### src/design/pospid_pkg.sv
// ---------------------------------------------------------------------------
// pospid_pkg
// Types and constants shared by the position PID modules.
// ---------------------------------------------------------------------------
package pospid_pkg;

   localparam int DATA_W    = 32;
   localparam int LIMIT_W   = 31;
   localparam int CSR_IDX_W = 3;
   localparam int DIFF_W    = DATA_W + 1;
   localparam int PROD_W    = 2 * DATA_W;
   localparam int PROD_D_W  = DATA_W + DIFF_W;
   localparam int SUM_W     = PROD_D_W + 2;
   localparam int FRAC_DROP = 16;
   localparam int SHIFT_W   = SUM_W - FRAC_DROP;

   localparam logic [DATA_W-1:0]  TARGET_RST   = 32'd0;
   localparam logic [DATA_W-1:0]  GAIN_P_RST   = 32'd184549;
   localparam logic [DATA_W-1:0]  GAIN_I_RST   = 32'd30199;
   localparam logic [DATA_W-1:0]  GAIN_D_RST   = 32'd0;
   localparam logic [LIMIT_W-1:0] DEADBAND_RST = 31'd40;
   localparam logic [LIMIT_W-1:0] SEP_RST      = 31'd1500;
   localparam logic [LIMIT_W-1:0] ILIM_RST     = 31'd4000;

   localparam logic [DATA_W-1:0] S32_MAX = 32'h7FFF_FFFF;
   localparam logic [DATA_W-1:0] S32_MIN = 32'h8000_0000;

   typedef enum logic [CSR_IDX_W-1:0] {
      REG_TARGET    = 3'd0,
      REG_GAIN_P    = 3'd1,
      REG_GAIN_I    = 3'd2,
      REG_GAIN_D    = 3'd3,
      REG_DEADBAND  = 3'd4,
      REG_SEP_LIMIT = 3'd5,
      REG_INT_LIMIT = 3'd6
   } csr_reg_type;

   typedef struct packed {
      logic signed [DATA_W-1:0] err;
      logic signed [DATA_W-1:0] integ;
      logic signed [DIFF_W-1:0] dterm;
      logic                     in_db;
   } front_type;

   typedef struct packed {
      logic signed [PROD_W-1:0]   prod_p;
      logic signed [PROD_W-1:0]   prod_i;
      logic signed [PROD_D_W-1:0] prod_d;
      logic                       in_db;
   } prod_type;

endpackage

### src/design/pospid_out.sv
// ---------------------------------------------------------------------------
// pospid_out
// Sum of the three Q.24 products, round to Q.8 (ties up), saturate.
// ---------------------------------------------------------------------------
module pospid_out (
   input  pospid_pkg::prod_type                 prods,
   output logic [pospid_pkg::DATA_W-1:0]        drive
);
   import pospid_pkg::*;

   logic signed [SUM_W-1:0]   sum;
   logic signed [SHIFT_W-1:0] shifted;
   logic                      upper_ones;
   logic                      upper_zeros;

   always_comb begin
      sum = SUM_W'(prods.prod_p) + SUM_W'(prods.prod_i) + SUM_W'(prods.prod_d)
            + (SUM_W'(1) <<< (FRAC_DROP - 1));
      shifted     = sum[SUM_W-1:FRAC_DROP];
      upper_ones  = &shifted[SHIFT_W-1:DATA_W-1];
      upper_zeros = ~|shifted[SHIFT_W-1:DATA_W-1];
      if (upper_ones || upper_zeros) begin
         drive = shifted[DATA_W-1:0];
      end else if (shifted[SHIFT_W-1]) begin
         drive = S32_MIN;
      end else begin
         drive = S32_MAX;
      end
   end

endmodule

### config.mk
export PLATFORM = sky130hd
export DESIGN_NAME = pospid_out
export DESIGN_NICKNAME = d
export VERILOG_FILES = /design/src/design/pospid_pkg.sv /design/src/design/pospid_out.sv
export SDC_FILE = /design/constraint.sdc
export NUM_CORES = 1
export LEC_CHECK = 0
export ABC_AREA = 1
export BUFFER_PORTS_ARGS = -buffer_cell sky130_fd_sc_hd__buf_2
export CAP_MARGIN = 40
export CELL_PAD_IN_SITES_DETAIL_PLACEMENT = 1
export CELL_PAD_IN_SITES_GLOBAL_PLACEMENT = 1
export CORE_MARGIN = 1
export CORE_UTILIZATION = 34
export DETAILED_ROUTE_END_ITERATION = 8
export PLACE_DENSITY_LB_ADDON = 0.1
export SETUP_SLACK_MARGIN = 0.02
export SLEW_MARGIN = 20
export SYNTH_ARGS = -nofsm -noshare
export SYNTH_HDL_FRONTEND = slang
export SYNTH_SLANG_ARGS = --single-unit
### constraint.sdc
create_clock -name vclk -period 2.9
set_clock_uncertainty 0.15 [all_clocks]
set_input_delay 0.145 -clock vclk [all_inputs]
set_output_delay 0.145 -clock vclk [all_outputs]
set_load 0.02 [all_outputs]
; ---- After elaboration in Yosys (flattened, before gate mapping)
; Index checks and enable logic that the tools add are counted.
[classes]
add_sub_neg = 3
n_mux = 2
n_reduce_logical = 4
[ops]
columns = operator, count
row1 = "66-bit by 17-bit adder with 67-bit output, second input constant", 1
row2 = 65-bit by 65-bit adder with 66-bit output, 1
row3 = 64-bit by 64-bit adder with 65-bit output, 1
row4 = 32-bit two-way mux, 2
row5 = 20-bit AND reduction, 1
row6 = 20-bit OR reduction, 1
row7 = 1-bit zero test, 1
row8 = 1-bit logical OR, 1
[word_totals]
elab_cells = 9
register_bits = 0
out_inout_bits = 32
input_bits = 194

; ---- Depth between registers and ports, before layout
[logic_depth]
depth_word = 7
depth_mapped = 27
mapped_depth_nobuf = 26

; ---- Worst setup path before layout
; No wires, ideal clock.
[synth_timing]
path_type = input -> output
start = in prods[39] in the netlist's numbering
end = out drive[10] in the netlist's numbering
path_slack_ps = -462
n_path_buf = 1
arrival_time_ps = 3067
required_ps = 2605
stages = 21
path_cell_list = inv_1 fa_1 inv_1 ha_1 ha_1 nand2_1 inv_1 a21oi_1 nand2_1 a21oi_1 nor2_1 nor2_1 nand2_1 nand2_1 nand2_1 nand3_1 nor2_2 nand2_2 nand3_2 buf_6 nand2_1
[synth_via]
elab_chain_len = 6
word_cells_on_any_way = 8
classes_between = add/sub: 2 / mux: 2 / reduce/logical: 4
[synth_lines]
columns = item, line_no
row1 = start: declaration, pospid_out.sv:6  ; input pospid_pkg::prod_type prods,
row2 = 65-bit by 65-bit adder with 66-bit output *, pospid_out.sv:17  ; sum = SUM_W'(prods.prod_p) + SUM_W'(prods.prod_i) + SUM_W'(prods.prod_d)
row3 = 66-bit by 17-bit adder with 67-bit output *, pospid_out.sv:18  ; + (SUM_W'(1) <<< (FRAC_DROP - 1));
row4 = 20-bit OR reduction, pospid_out.sv:21  ; upper_zeros = ~|shifted[SHIFT_W-1:DATA_W-1];
row5 = 1-bit zero test, pospid_out.sv:21
row6 = 1-bit logical OR, pospid_out.sv:22  ; if (upper_ones || upper_zeros) begin
row7 = 32-bit two-way mux *, pospid_out.sv:22
row8 = end: declaration, pospid_out.sv:7  ; output logic [pospid_pkg::DATA_W-1:0] drive
; Mark *: on every way between the ends. The rest lies on a longest branch, timed or not.

; ---- Worst setup path after layout
[layout_timing]
start = in prods[98] in the netlist's numbering
end = out drive[14] in the netlist's numbering
[layout_via]
elab_chain_len = 7
word_cells_on_any_way = 9
classes_between = add/sub: 3 / mux: 2 / reduce/logical: 4
[layout_lines]
columns = item, line_no
row1 = 64-bit by 64-bit adder with 65-bit output *, pospid_out.sv:17
row2 = 65-bit by 65-bit adder with 66-bit output *, pospid_out.sv:17
row3 = 66-bit by 17-bit adder with 67-bit output *, pospid_out.sv:18
row4 = 20-bit OR reduction, pospid_out.sv:21
row5 = 1-bit zero test, pospid_out.sv:21
row6 = 1-bit logical OR, pospid_out.sv:22
row7 = 32-bit two-way mux *, pospid_out.sv:22
; Marks and branches as above.

==> impl_metrics.json <==
{
  "switching_share_pct": 58.6,
  "grt_pass1_wl_mm": 81.1,
  "area_delta_synth_final_pct": 83.7,
  "grt_max_degree": 12,
  "io_pins": 226,
  "cpMaxStageDelayCell": "fa_1",
  "synth.largest_area_cell": "nand2_1",
  "finalWorstSetupSlack_ns": -1.86,
  "min_from": "prods[145]",
  "pwr-share-clk_pct": 0,
  "register_area_um2": 0,
  "rsz0062_at_grt": "true",
  "hold_depth": 8,
  "syn-num-nets": 2016,
  "die_x_um": 164,
  "synth_area_per_cell_um2": 5.47,
  "powerDensity_mw_per_mm2": 624,
  "core-area_mm2": 0.0255,
  "final_util_pct": 64.3,
  "worst_pin_slew_ns": 0.496,
  "ir_worst_vdd_mv": 0.328,
  "critPathRequiredTime_ns": 2.61,
  "crit_buf_inv": 6,
  "violations": "negative setup slack",
  "drtIter0Drc": 1084,
  "design.seq.count": 0,
  "start_util_pct": 35.0,
  "avgRoutedWirePerCell_um": 26.5,
  "drc": 0,
  "dieArea_mm2": 0.0269,
  "crit_fanout": 5,
  "dp_cells": 2414,
  "crit_path_frequent_cell": "nand2_2",
  "ys_types": 31,
  "p_int_mw": 4.23,
  "grt_usage_pct": 39.7,
  "holdCritPathClass": "input pin to primary output",
  "drt-total-wl_mm": 65.6,
  "dp_slack_ns": -1.40,
  "drive_gt1_share_pct": 51.9,
  "p_leak_nw": 8.98,
  "critPathTopFamily": "simple AND/OR/NAND/NOR gates",
  "seq_power_share_pct": 0,
  "netlist_area_mm2": 0.00892,
  "grt_antenna_before_repair": 5,
  "cts-hold-fix-buffers": 0,
  "drv_cap": 0,
  "p_sw_mw": 5.99,
  "gp_congestion": 0.893,
  "viasPerCell": 5.64,
  "cp_num_cells": 25,
  "start_kind": "input pin",
  "ys_seq_area_share_pct": 0,
  "finalSetupViolations": 32,
  "status": "finished with violations",
  "synth_commonest_cells": "nand2_1, inv_1, ha_1",
  "firstDrtPassIters": 8,
  "fillers": 3259,
  "critPathMaxStageDelay_ns": 0.78,
  "pwr-share-comb_pct": 100.0,
  "drv_slew": 0,
  "period_share_pct": 164,
  "layout.nets": 2529,
  "yosys_warnings": 0,
  "finalPower_mw": 10.2,
  "portBuffers": 225,
  "cp_data_arrival_time_ns": 4.46,
  "instances_no_fill": 2472,
  "clock_buffers": 0,
  "drtAntennaViolNets": 0,
  "min_to": "drive[0]",
  "crit_type": "input pin to primary output",
  "synth_top_area_share_pct": 24.6,
  "synth_most_common_cell": "nand2_1",
  "period_needed_ns": 4.76,
  "vias": 13946,
  "max_freq_mhz": 210,
  "grt_pass1_vias": 14669,
  "hold_viol_final": 0,
  "post-dp-hpwl_mm": 38.4,
  "dieHeight_um": 164,
  "crit_path_end_kind": "primary output",
  "grt-ovfl-total": 0,
  "rows": 58,
  "synth.top_cells.by_area": "nand2_1, inv_1, ha_1",
  "max_slew_margin_pct": 66.6,
  "syn-instance-count": 1630
}
per-stage QoR:
step                area (µm²)  hold WS [ns]  setup TNS (ns)
global placement         13600          1.04          -37.22
detailed placement       13600          1.04          -41.67
global route             16400          1.09          -60.29
floorplan                10300         0.709          -10.34
finish                   16400          1.06          -55.45
CTS                      15500          1.05          -32.62
cell families after synthesis:
logic type | after synthesis | synth area share [%]
buffers and inverters | 477 | 20.6
AND/OR/NAND/NOR | 801 | 36.1
XOR/XNOR | 33 | 3.24
AO/OA/AOI/OAI | 127 | 7.70
adder cells (fa/ha/maj) | 192 | 32.3
power by group through the flow:
| stage | sequential (mW) | combinational (mW) | clock, mW |
|---|---|---|---|
| floorplan | 0 | 4.05 | 0 |
| global placement | 0 | 6.70 | 0 |
| detailed placement | 0 | 7.05 | 0 |
| CTS | 0 | 8.39 | 0 |
| global route | 0 | 10.5 | 0 |
| finish | 0 | 10.2 | 0.000000355 |
final cells by class:
cell class                      count  area (µm²)  share of cell area (%)
Tap cell                          330         413                    2.52
Inverter                          471        1790                    10.9
Multi-Input combinational cell   1153       10400                    63.3
Antenna cell                        1        2.50                  0.0153
Timing Repair Buffer              517        3800                    23.2
worst max-delay path by stage:
| stage | from | endpoint |
|---|---|---|
| floorplan | prods[167] | drive[19] |
| global placement | prods[11] | drive[0] |
| detailed placement | prods[11] | drive[14] |
| CTS | prods[144] | drive[8] |
| global route | prods[98] | drive[14] |
| finish | prods[98] | drive[14] |
routing by layer:
metal | part of all wire (%) | GRT usage (%)
met5 | 0.13 | 0
met4 | 9.1 | 22.7
met3 | 10 | 5.28
met2 | 46 | 74.4
met1 | 34 | 42.5
what timing repair did:
item                                    CTS  global route
pin swaps                               161            94
buffers inserted                         37            18
gates resized for setup                 410           211
endpoints found under the setup margin   32            32
cloned                                    3             2
cells in the final DEF (no fill, tap or decap), drive strengths merged:
cell    netlist  layout
ha          128     128
clkbuf        0       3
nand4         3       3
o31a          1       1
xor2         23      23
clkinv        2       2
nor2        124     124
fa           64      64
o21a          1       1
a21oi        74      74
o21ai        28      28
nor4          6       6
buf           6     514
diode         0       1
o31ai         1       1
nand3b        5       5
inv         469     469
o21bai       12      12
nand3        60      60
a31oi        10      10
nand2       587     587
nor3         14      14
xnor2        10      10
and3          2       2
(Power assumes the default switching activity.)
