**src/design/pospid_pkg.sv**
```systemverilog
// ---------------------------------------------------------------------------
// pospid_pkg
// Types and constants shared by the position PID modules.
// ---------------------------------------------------------------------------
package pospid_pkg;

   localparam int DATA_W    = 32;
   localparam int LIMIT_W   = 31;
   localparam int CSR_IDX_W = 3;
   localparam int DIFF_W    = DATA_W + 1;
   localparam int PROD_W    = 2 * DATA_W;
   localparam int PROD_D_W  = DATA_W + DIFF_W;
   localparam int SUM_W     = PROD_D_W + 2;
   localparam int FRAC_DROP = 16;
   localparam int SHIFT_W   = SUM_W - FRAC_DROP;

   localparam logic [DATA_W-1:0]  TARGET_RST   = 32'd0;
   localparam logic [DATA_W-1:0]  GAIN_P_RST   = 32'd184549;
   localparam logic [DATA_W-1:0]  GAIN_I_RST   = 32'd30199;
   localparam logic [DATA_W-1:0]  GAIN_D_RST   = 32'd0;
   localparam logic [LIMIT_W-1:0] DEADBAND_RST = 31'd40;
   localparam logic [LIMIT_W-1:0] SEP_RST      = 31'd1500;
   localparam logic [LIMIT_W-1:0] ILIM_RST     = 31'd4000;

   localparam logic [DATA_W-1:0] S32_MAX = 32'h7FFF_FFFF;
   localparam logic [DATA_W-1:0] S32_MIN = 32'h8000_0000;

   typedef enum logic [CSR_IDX_W-1:0] {
      REG_TARGET    = 3'd0,
      REG_GAIN_P    = 3'd1,
      REG_GAIN_I    = 3'd2,
      REG_GAIN_D    = 3'd3,
      REG_DEADBAND  = 3'd4,
      REG_SEP_LIMIT = 3'd5,
      REG_INT_LIMIT = 3'd6
   } csr_reg_type;

   typedef struct packed {
      logic signed [DATA_W-1:0] err;
      logic signed [DATA_W-1:0] integ;
      logic signed [DIFF_W-1:0] dterm;
      logic                     in_db;
   } front_type;

   typedef struct packed {
      logic signed [PROD_W-1:0]   prod_p;
      logic signed [PROD_W-1:0]   prod_i;
      logic signed [PROD_D_W-1:0] prod_d;
      logic                       in_db;
   } prod_type;

endpackage

```
**src/design/pospid_front.sv**
```systemverilog
// ---------------------------------------------------------------------------
// pospid_front
// Error, deadband, integral separation and clamp, derivative difference.
// ---------------------------------------------------------------------------
module pospid_front (
   input  logic signed [pospid_pkg::DATA_W-1:0]  measured,
   input  logic signed [pospid_pkg::DATA_W-1:0]  target,
   input  logic        [pospid_pkg::LIMIT_W-1:0] deadband,
   input  logic        [pospid_pkg::LIMIT_W-1:0] sep_limit,
   input  logic        [pospid_pkg::LIMIT_W-1:0] int_limit,
   input  logic signed [pospid_pkg::DATA_W-1:0]  integral,
   input  logic signed [pospid_pkg::DATA_W-1:0]  last_error,
   output pospid_pkg::front_type                 result
);
   import pospid_pkg::*;

   logic signed [DIFF_W-1:0] diff;
   logic signed [DATA_W-1:0] err_sat;
   logic signed [DIFF_W-1:0] err_x;
   logic signed [DIFF_W-1:0] db_x;
   logic signed [DIFF_W-1:0] sep_x;
   logic signed [DIFF_W-1:0] lim_x;
   logic                     in_db;
   logic signed [DATA_W-1:0] err_db;
   logic signed [DIFF_W-1:0] err_db_x;
   logic signed [DATA_W-1:0] base;
   logic                     integrate;
   logic signed [DIFF_W-1:0] sum;
   logic signed [DIFF_W-1:0] clamped;

   always_comb begin
      diff = {target[DATA_W-1], target} - {measured[DATA_W-1], measured};
      if (diff[DIFF_W-1] != diff[DIFF_W-2]) begin
         err_sat = diff[DIFF_W-1] ? S32_MIN : S32_MAX;
      end else begin
         err_sat = diff[DATA_W-1:0];
      end

      err_x  = {err_sat[DATA_W-1], err_sat};
      db_x   = {2'b00, deadband};
      sep_x  = {2'b00, sep_limit};
      lim_x  = {2'b00, int_limit};
      in_db  = (err_x <= db_x) && (err_x >= -db_x);

      err_db   = in_db ? '0 : err_sat;
      base     = in_db ? '0 : integral;
      err_db_x = {err_db[DATA_W-1], err_db};

      integrate = (err_db_x > -sep_x) && (err_db_x < sep_x);
      sum       = {base[DATA_W-1], base} + err_db_x;
      if (sum > lim_x) begin
         clamped = lim_x;
      end else if (sum < -lim_x) begin
         clamped = -lim_x;
      end else begin
         clamped = sum;
      end

      result.err    = err_db;
      result.integ  = integrate ? clamped[DATA_W-1:0] : base;
      result.dterm  = err_db_x - {last_error[DATA_W-1], last_error};
      result.in_db  = in_db;
   end

endmodule

```
**config.mk**
```make
export PLATFORM = sky130hd
export DESIGN_NAME = pospid_front
export DESIGN_NICKNAME = d
export VERILOG_FILES = /design/src/design/pospid_pkg.sv /design/src/design/pospid_front.sv
export SDC_FILE = /design/constraint.sdc
export NUM_CORES = 1
export LEC_CHECK = 0
export ABC_AREA = 0
export BUFFER_PORTS_ARGS = -buffer_cell sky130_fd_sc_hd__buf_2
export CAP_MARGIN = 20
export CORE_UTILIZATION = 45
export DETAILED_ROUTE_END_ITERATION = 10
export PLACE_DENSITY = 0.7
export SETUP_SLACK_MARGIN = 0.15
export SYNTH_ARGS = -nofsm -noshare
export SYNTH_HDL_FRONTEND = slang
export SYNTH_SLANG_ARGS = --single-unit
```
**constraint.sdc**
```tcl
create_clock -name vclk -period 35.5
set_clock_uncertainty 0.2 [all_clocks]
set_input_delay 8.875 -clock vclk [all_inputs]
set_output_delay 8.875 -clock vclk [all_outputs]
set_load 0.1 [all_outputs]
```
Word level (Yosys, flattened, before mapping)
Index checks and enable logic that the tools add are counted.

Add/sub/neg operators: 6. Magnitude comparators: 6. Eq/ne operators: 1. Mux-type cells: 7. Reduce and logical (&&, ||, !) cells: 2.

Operator list (count): $mux 32 (7); $neg 31->33 (3); $sub 32x32->33 (2); $add 32x32->33 (1); $ge 32x33->1 (1); $gt 32x33->1 (1); $gt 33x32->1 (1); $lt 33x33->1 (1); $le 32x32->1 (1); $lt 32x32->1 (1); $logic_and 1x1->1 (2); $ne 1x1->1 (1).

Flip-flop bits (word level): 0. Output and inout bits: 98. Logic and storage cells: 22.

Longest topological paths before layout
Gate-level depths: netlist of the first run.

Depth in word-level cells: 11. Gate-level depth with buffers: 49. Depth with buffers taken out: 46.

Least setup slack after synthesis of the first run
OpenSTA, ideal clock, no wires.

Kind: input -> output. Start point: input measured[1] in the netlist's numbering. End point: output result[39] in the netlist's numbering. Arrival: 21.616 ns. Data required time: 26.425 ns. Path slack: 4.809 ns. Stages on the path: 45. Cells stage by stage: inv_1 ha_1 nor2b_1 o31a_1 o41ai_1 o21ai_1 o211ai_1 o21a_1 o21ai_1 xor2_2 buf_2 nand2_2 buf_2 a21oi_1 ha_1 a21oi_1 o221ai_1 a21o_1 [... 9 more ...] o21ai_1 a21oi_1 o31ai_4 a31oi_2 o21ai_1 inv_1 o21ai_0 xor2_1 ha_1 a21oi_1 o21bai_1 nor4_1 o21ai_0 o221ai_2 dlygate4sd3_1 and2_1 o21ai_0 a31oi_1.

RTL lines: start: declaration (RTL line pospid_front.sv:6) `input logic signed [pospid_pkg::DATA_W-1:0] measured,`; end: declaration (RTL line pospid_front.sv:13) `output pospid_pkg::front_type result`.

==> impl_results.rst, run 1 <==
.. list-table::
   :header-rows: 1

   * - Metric
     - Value
   * - Outcome
     - complete, no violations
   * - Area used by sequential logic in the layout
     - 0 sq um
   * - Average vias per placed instance
     - slightly below 6
   * - Critical Path Sink Type
     - output port
   * - Maximum number of pins on one net before global-route repair
     - 59
   * - Vias in the first global route
     - 14000
   * - Global-route wire length before repair
     - 70700 um
   * - Worst Setup Start Kind
     - input port
   * - Die Area
     - a little under 0.03 sq mm
   * - Global routing usage summed across all routing layers
     - between 20% and 30%
   * - Post-synth net total
     - approximately 2400
   * - Max-slew violation count
     - 0
   * - Required time of the worst setup path
     - 26.42 ns
   * - Detailed-route wire length per cell
     - approximately 17 um
   * - Setup TNS after final layout
     - 0 ns
   * - Number of clock buffer instances in the layout
     - 0
   * - I/O Pins
     - 319
   * - Slew margin rel.
     - about two fifths
   * - Final routed DRC violation total
     - 0
   * - Standard cell core area
     - ~0.029 sq mm
   * - Vias
     - ~15000
   * - Initial core utilization
     - approximately 46%
   * - Number of buffer cells added on primary ports
     - about 320
   * - Length of the first detailed-routing pass in iterations
     - 5
   * - Layout cells sized above 1
     - 18.1%
   * - Delay-heaviest family, CP
     - compound AO/OA/AOI/OAI gates
   * - Instance area at placement
     - roughly 0.015 sq mm
   * - Worst-margin pin slew
     - approximately 0.88 ns
   * - Final Core Density
     - ~53%
   * - Longest individual stage delay on the worst path
     - between 0.6 and 0.7 ns
   * - Number of rows created at floorplan
     - a little over 60
   * - Cts repair resizes
     - 0
   * - Area Overhead vs Synth
     - 15.2%
   * - # Max-Cap Violations
     - 0
   * - Worst hold path class
     - input port to output port
   * - Average cell area after synthesis
     - 6.98 sq um
   * - Half-perimeter wire length of the detailed placement result
     - 38000 um
   * - Number of antenna violations at the first check in global routing
     - 6
   * - Library cells used by synthesis
     - 87
   * - Cell type contributing the most total cell area after synthesis
     - ha_1
   * - Cell types occupying the most area after synthesis
     - ha_1, xnor2_1, inv_1
   * - Count of synthesis-stage warnings from yosys
     - 0
   * - Portion of the post-synthesis area used by sequential elements
     - 0%
   * - Number of setup buffers added after CTS
     - 0
   * - Top fanout value on the critical path
     - 35
   * - Number of sequential cells
     - 0
   * - Wire length reported by the detailed router
     - 44200 um
   * - Multi-input combinational cell area
     - around 0.012 sq mm
   * - Final-stage net count
     - between 2000 and 3000
   * - Slowest stage cell, crit path
     - nor2_1
   * - Min cycle time layout
     - 30.66 ns
   * - Antenna viol nets, final
     - 0
   * - Unrepaired setup endpoints after global routing
     - no
   * - DIE WIDTH
     - around 170 um
   * - Violation count after the first detailed-routing iteration
     - ~990
   * - Global placement routability congestion
     - 1.03
   * - Number of failing setup endpoints in the final timing report
     - 0
   * - Total gr overflow
     - 0
   * - Area share of the largest cell type after synthesis
     - 27.4%
   * - Filler Cell Count
     - ~3000
   * - F_max
     - between 30 and 40 MHz
   * - Worst Path Buf+Inv
     - 8
   * - Data arrival time of the worst path
     - roughly 22 ns
   * - Worst Setup Slack post-DPL
     - about 4.5 ns
   * - Final worst setup slack
     - 4.84 ns
   * - Number of instances in the synthesized netlist
     - between 1500 and 2000
   * - Hold buffers post-CTS
     - 0
   * - Cell Area, Synth
     - between 0.01 and 0.015 sq mm
   * - Setup CP Type
     - input port to output port
   * - Design area
     - ~0.015 sq mm
   * - Final period utilization
     - between 80 and 90%
   * - Number of hold-slack violations in the final timing report
     - 0
   * - Die height
     - roughly 170 um
per-stage QoR:
step	hold slack, ns	cells
after floorplan	18.01	1877
after global placement	18.05	2544
after detailed placement	18.05	2544
after CTS	18.05	2544
after global routing	18.08	2549
final	18.05	2550
tightest hold or removal path, delay by kind of cell:
| kind | cells | cell delay, ns |
|---|---|---|
| buffers and inverters | 3 | 0.39 |
| adder cells (fa/ha/maj) | 1 | 0.11 |
kinds of logic after synthesis:
| logic type | after synthesis | synth area share [%] |
|---|---|---|
| xor+xnor | 163 | 11.0 |
| compound gates | 510 | 25.1 |
| fa+ha+maj | 310 | 29.4 |
| mux | 51 | 4.06 |
| simple gates | 571 | 22.0 |
| buf+inv | 272 | 8.41 |
synthesized netlist by cell type, types with 15 or more instances:
library cell,count
a211oi_1,22
a21o_1,65
a21oi_1,154
a31oi_1,17
and2_1,32
buf_2,16
clkbuf_1,22
ha_1,287
inv_1,221
maj3_1,20
mux2_2,17
mux2i_1,34
nand2_1,144
nand2b_1,15
nand3_1,57
nand4_1,51
nor2_1,121
nor2b_1,19
nor3_1,38
nor4_1,29
o21a_1,33
o21ai_0,86
o21ai_1,32
xnor2_1,132
xor2_1,29
area by class of cell:
cell class	count	share of cell area [%]
repair buffers	334	11.5
well taps	384	3.18
diodes	4	0.0663
inverters	223	5.55
multi-input cells	1605	79.7
worst paths after layout:
path / cells past startpoint / slack, ns / from / end
setup / recovery: 46 / 4.84 / measured[1] / result[36]
hold / removal: 4 / 18.05 / last_error[0] / result[1]
cell usage in the layout, fill, tap and decap left out, drive strengths merged, types with 10 or more instances in the layout:
cell,synthesis,final
a31oi,18,18
a21oi,154,154
inv,223,223
o21a,33,33
maj3,20,20
buf,24,334
and3,10,10
o21ai,120,120
ha,287,287
xor2,31,31
and2,33,33
nor3,38,38
a2111oi,11,11
nand2,145,145
nor2,123,123
nor2b,20,20
mux2,17,17
a211oi,24,24
nand2b,15,15
o211ai,12,12
or4,13,13
a21o,65,65
xnor2,132,132
o21bai,10,10
nor4,31,31
nand4,51,51
mux2i,34,34
nand3,57,57
per-layer routing:
| metal | up-vias | global-route usage, % | routed length (um) |
|---|---|---|---|
| li1 | 7377 | - | - |
| met1 | 6695 | 38.3 | 20200 |
| met2 | 556 | 48.4 | 19800 |
| met3 | 77 | 2.73 | 2910 |
| met4 | 4 | 7.78 | 1210 |
| met5 | - | 0 | 19 |
Power of run 1 is not shown: default switching activity piles up to over one toggle a cycle in this logic, so the estimate is an artifact.
==> run 2: changes to the inputs <==
==> constraint.sdc (replaced) <==
create_clock -name vclk -period 35.3
set_clock_uncertainty 0.2 [all_clocks]
set_input_delay 8.825 -clock vclk [all_inputs]
set_output_delay 8.825 -clock vclk [all_outputs]
set_load 0.1 [all_outputs]
==> impl_results.rst, run 2 (synthesized netlist as in run 1, its figures left out) <==
.. list-table::
   :header-rows: 1

   * - Metric
     - Value
   * - Layout cells sized above 1
     - 18.1%
   * - Final-stage net count
     - about 2700
   * - Length of the first detailed-routing pass in iterations
     - 6
   * - Number of clock buffer instances in the layout
     - 0
   * - Global-route wire length before repair
     - roughly 71000 um
   * - Setup CP Type
     - input port to output port
   * - Violation count after the first detailed-routing iteration
     - 1064
   * - Global placement routability congestion
     - a little over 1
   * - Die height
     - 173 um
   * - Number of cells traversed by the worst hold path
     - 4
   * - DIE WIDTH
     - 173 um
   * - Vias
     - between 10000 and 15000
   * - Initial core utilization
     - between 40% and 50%
   * - Total gr overflow
     - 0
   * - CP dominant cell by count
     - ha_1
   * - Outcome
     - complete, no violations
   * - Half-perimeter wire length of the detailed placement result
     - about 38000 um
   * - Detailed-route wire length per cell
     - roughly 17 um
   * - Number of buffer cells added on primary ports
     - between 300 and 400
   * - Antenna viol nets, final
     - 0
   * - Unrepaired setup endpoints after global routing
     - no
   * - Worst hold path class
     - input port to output port
   * - Required time of the worst setup path
     - between 20 and 30 ns
   * - Most frequent cells in the layout
     - buf_2, ha_1, inv_1
   * - Number of setup buffers added after CTS
     - 0
   * - Vias in the first global route
     - about 14000
   * - Maximum number of pins on one net before global-route repair
     - 59
   * - Final period utilization
     - between 80% and 90%
   * - Average vias per placed instance
     - between 5 and 6
   * - Worst Setup Start Kind
     - input port
   * - Standard cell core area
     - roughly 0.029 sq mm
   * - I/O Pins
     - 319
   * - Area Overhead vs Synth
     - 15.2%
   * - # Max-Cap Violations
     - 0
   * - Slew margin rel.
     - 37.6%
   * - Number of failing setup endpoints in the final timing report
     - 0
   * - Setup TNS after final layout
     - 0 ns
   * - Wire length reported by the detailed router
     - about 44000 um
   * - Number of sequential cells
     - 0
   * - Data arrival time of the worst path
     - about 22 ns
   * - Number of hold-slack violations in the final timing report
     - 0
   * - Number of rows created at floorplan
     - between 60 and 70
   * - F_max
     - 32.0 MHz
   * - Critical Path Sink Type
     - output port
   * - Cts repair resizes
     - 0
   * - Min cycle time layout
     - ~31 ns
   * - Destination of the critical timing path
     - result[44]
   * - Worst-margin pin slew
     - between 0.9 and 1 ns
   * - Global routing usage summed across all routing layers
     - approximately 29%
   * - Slowest stage cell, crit path
     - nor2_1
   * - Launch point of the critical path
     - measured[1]
   * - Longest individual stage delay on the worst path
     - 0.74 ns
   * - Area used by sequential logic in the layout
     - 0 sq um
   * - Final routed DRC violation total
     - 0
   * - Max-slew violation count
     - 0
   * - Number of antenna violations at the first check in global routing
     - 5
   * - Die Area
     - 0.0298 sq mm
   * - Commonest non-fill, non-tap cell in the layout
     - buf_2
   * - Hold buffers post-CTS
     - 0
   * - Top fanout value on the critical path
     - 36
-- run 2: changes by cell type in the layout (fill, tap and decap cells not counted), sizes merged --
| cell | delta |
|---|---|
| diode | -1 |
| buf | +1 |
-- run 2: per-layer routing --
metal	up-vias	routed length [um]	GRT usage [%]
li1	7386	-	-
met1	6755	20500	38.8
met2	547	19700	47.8
met3	76	2710	2.64
met4	2	1400	8.85
met5	-	10	0
-- run 2: worst min path at each step --
stage	from	end	slack [ns]
CTS	last_error[0]	result[1]	17.96
global placement	last_error[0]	result[1]	17.95
global route	integral[31]	result[65]	17.98
floorplan	last_error[0]	result[1]	17.91
detailed placement	last_error[0]	result[1]	17.95
finish	last_error[0]	result[1]	17.95
-- run 2: cell type report --
| type | instances | area, sq um |
|---|---|---|
| multi-input combinational | 1605 | 12000 |
| tap | 384 | 480 |
| fill | 2918 | 13600 |
| timing repair buffer | 335 | 1740 |
| antenna | 3 | 7.51 |
| inverter | 223 | 837 |
-- run 2: critical path, delay by kind of cell --
kind,cells,cell delay [ns]
AOI/OAI and AO/OA,23,6.86
and+or+nand+nor,7,2.37
buffers and inverters,8,1.87
adders and majority gates,5,1.50
xor gates and xnor gates,2,0.39
muxes,2,0.36
-- run 2: per-stage QoR --
step           worst slack, ns  std cells  instance area (sq um)  utilization (%)  hold WS [ns]
2_1_floorplan             4.71       1877                  13100                -         17.91
3_3_place_gp              4.44       2545                  15100             52.4         17.95
3_5_place_dp              4.17       2545                  15100             52.4         17.95
4_1_cts                   4.12       2545                  15100             52.4         17.96
5_1_grt                   3.05       2550                  15100             52.6         17.98
6_report                  4.04       2550                  15100             52.6         17.95
Power of run 2 is left out for the same reason.
==> run 3: changes to the inputs <==
--- a/config.mk
+++ b/config.mk
@@ -11,7 +11,8 @@
 export CORE_UTILIZATION = 45
 export DETAILED_ROUTE_END_ITERATION = 10
 export PLACE_DENSITY = 0.7
-export SETUP_SLACK_MARGIN = 0.15
+export REMOVE_ABC_BUFFERS = 1
+export SETUP_SLACK_MARGIN = 0.1
 export SYNTH_ARGS = -nofsm -noshare
 export SYNTH_HDL_FRONTEND = slang
 export SYNTH_SLANG_ARGS = --single-unit
==> constraint.sdc (replaced) <==
create_clock -name vclk -period 36
set_clock_uncertainty 0.2 [all_clocks]
set_input_delay 9 -clock vclk [all_inputs]
set_output_delay 9 -clock vclk [all_outputs]
set_load 0.1 [all_outputs]
==> impl_results.rst, run 3 (synthesized netlist as in run 1, its figures left out) <==
.. list-table::
   :header-rows: 1

   * - Metric
     - Value
   * - Min cycle time layout
     - ~30 ns
   * - Slew margin rel.
     - between 40% and 50%
   * - Commonest non-fill, non-tap cell in the layout
     - buf_2
   * - DIE WIDTH
     - about 170 um
   * - Worst Setup Start Kind
     - input port
   * - Number of buffer cells added on primary ports
     - about 320
   * - Standard cell core area
     - ~0.029 sq mm
   * - Slowest stage cell, crit path
     - o21ai_1
   * - Layout cells sized above 1
     - about 18%
   * - # Max-Cap Violations
     - 0
   * - Total gr overflow
     - 0
   * - Unrepaired setup endpoints after global routing
     - no
   * - Delay-heaviest family, CP
     - compound AO/OA/AOI/OAI gates
   * - Number of failing setup endpoints in the final timing report
     - 0
   * - Number of hold-slack violations in the final timing report
     - 0
   * - Number of clock buffer instances in the layout
     - 0
   * - Detailed-route wire length per cell
     - around 17 um
   * - Worst hold path class
     - input port to output port
   * - Global-route wire length before repair
     - between 60000 and 70000 um
   * - Final routed DRC violation total
     - 0
   * - Maximum number of pins on one net before global-route repair
     - about 60
   * - Vias in the first global route
     - between 10000 and 15000
   * - Antenna viol nets, final
     - 0
   * - Vias
     - approximately 15000
   * - Final-stage net count
     - roughly 2700
   * - Final period utilization
     - a little over four fifths
   * - Area Overhead vs Synth
     - 15.4%
   * - CP dominant cell by count
     - o21ai_1
   * - Initial core utilization
     - a little under half
   * - Longest individual stage delay on the worst path
     - around 0.66 ns
   * - Filler Cell Count
     - 2956
   * - Length of the first detailed-routing pass in iterations
     - 6
   * - Critical Path Sink Type
     - output port
   * - Wire length reported by the detailed router
     - ~44000 um
   * - Half-perimeter wire length of the detailed placement result
     - roughly 38000 um
   * - Global routing usage summed across all routing layers
     - between 20 and 30%
   * - Violation count after the first detailed-routing iteration
     - roughly 830
   * - Final Core Density
     - 52.7%
   * - Number of setup buffers added after CTS
     - 0
   * - Global placement routability congestion
     - roughly 0.99
   * - Most frequent cells in the layout
     - buf_2, ha_1, inv_1
   * - Die Area
     - 0.0298 sq mm
   * - Setup TNS after final layout
     - 0 ns
   * - Worst Setup Slack post-DPL
     - approximately 5.2 ns
   * - Hold buffers post-CTS
     - 0
   * - Worst Path Buf+Inv
     - 6
   * - Worst-margin pin slew
     - a little under 0.8 ns
   * - Outcome
     - complete, no violations
   * - Die height
     - around 170 um
   * - Data arrival time of the worst path
     - about 21 ns
   * - I/O Pins
     - between 300 and 400
   * - Final worst setup slack
     - 5.62 ns
   * - Area used by sequential logic in the layout
     - 0 sq um
   * - Number of sequential cells
     - 0
   * - Number of rows created at floorplan
     - 62
   * - Average vias per placed instance
     - 5.76
   * - Max-slew violation count
     - 0
   * - Number of antenna violations at the first check in global routing
     - 8
   * - Setup CP Type
     - input port to output port
   * - Required time of the worst setup path
     - 26.80 ns
   * - Cts repair resizes
     - 0
   * - Top fanout value on the critical path
     - 30
   * - F_max
     - ~33 MHz
[run 3: cell types whose count changed in the layout (fill, tap and decap cells not counted)]
cell     before  now
buf_4        15   18
buf_16        1    0
buf_12        0    1
diode_2       3    7
[run 3: metrics by stage]
stage	instances	area [sq um]	hold slack [ns]
2_1_floorplan	1828	12800	18.26
3_3_place_gp	2548	15100	18.30
3_5_place_dp	2548	15100	18.31
4_1_cts	2548	15100	18.31
5_1_grt	2556	15100	18.32
6_report	2557	15100	18.31
[run 3: routing by layer]
| layer | share of wire (%) | global-route usage (%) | wire, um |
|---|---|---|---|
| met5 | 0.030 | 0 | 13 |
| met4 | 2.1 | 6.18 | 916 |
| met3 | 6.3 | 2.31 | 2750 |
| met2 | 45 | 47.5 | 19700 |
| met1 | 47 | 38.6 | 20400 |
[run 3: worst paths after layout]
kind                          start    endpoint  slack, ns  cells past startpoint
worst max-delay path    measured[1]  result[44]       5.62                     45
worst min-delay path  last_error[0]   result[1]      18.31                      4
[run 3: layout make-up]
type	instances	area (sq um)	area share, %
diodes	7	17.5	0.116
inverters	223	837	5.54
multi-input cells	1605	12000	79.6
well taps	384	480	3.18
repair buffers	338	1750	11.6
Power of run 3 is left out for the same reason.
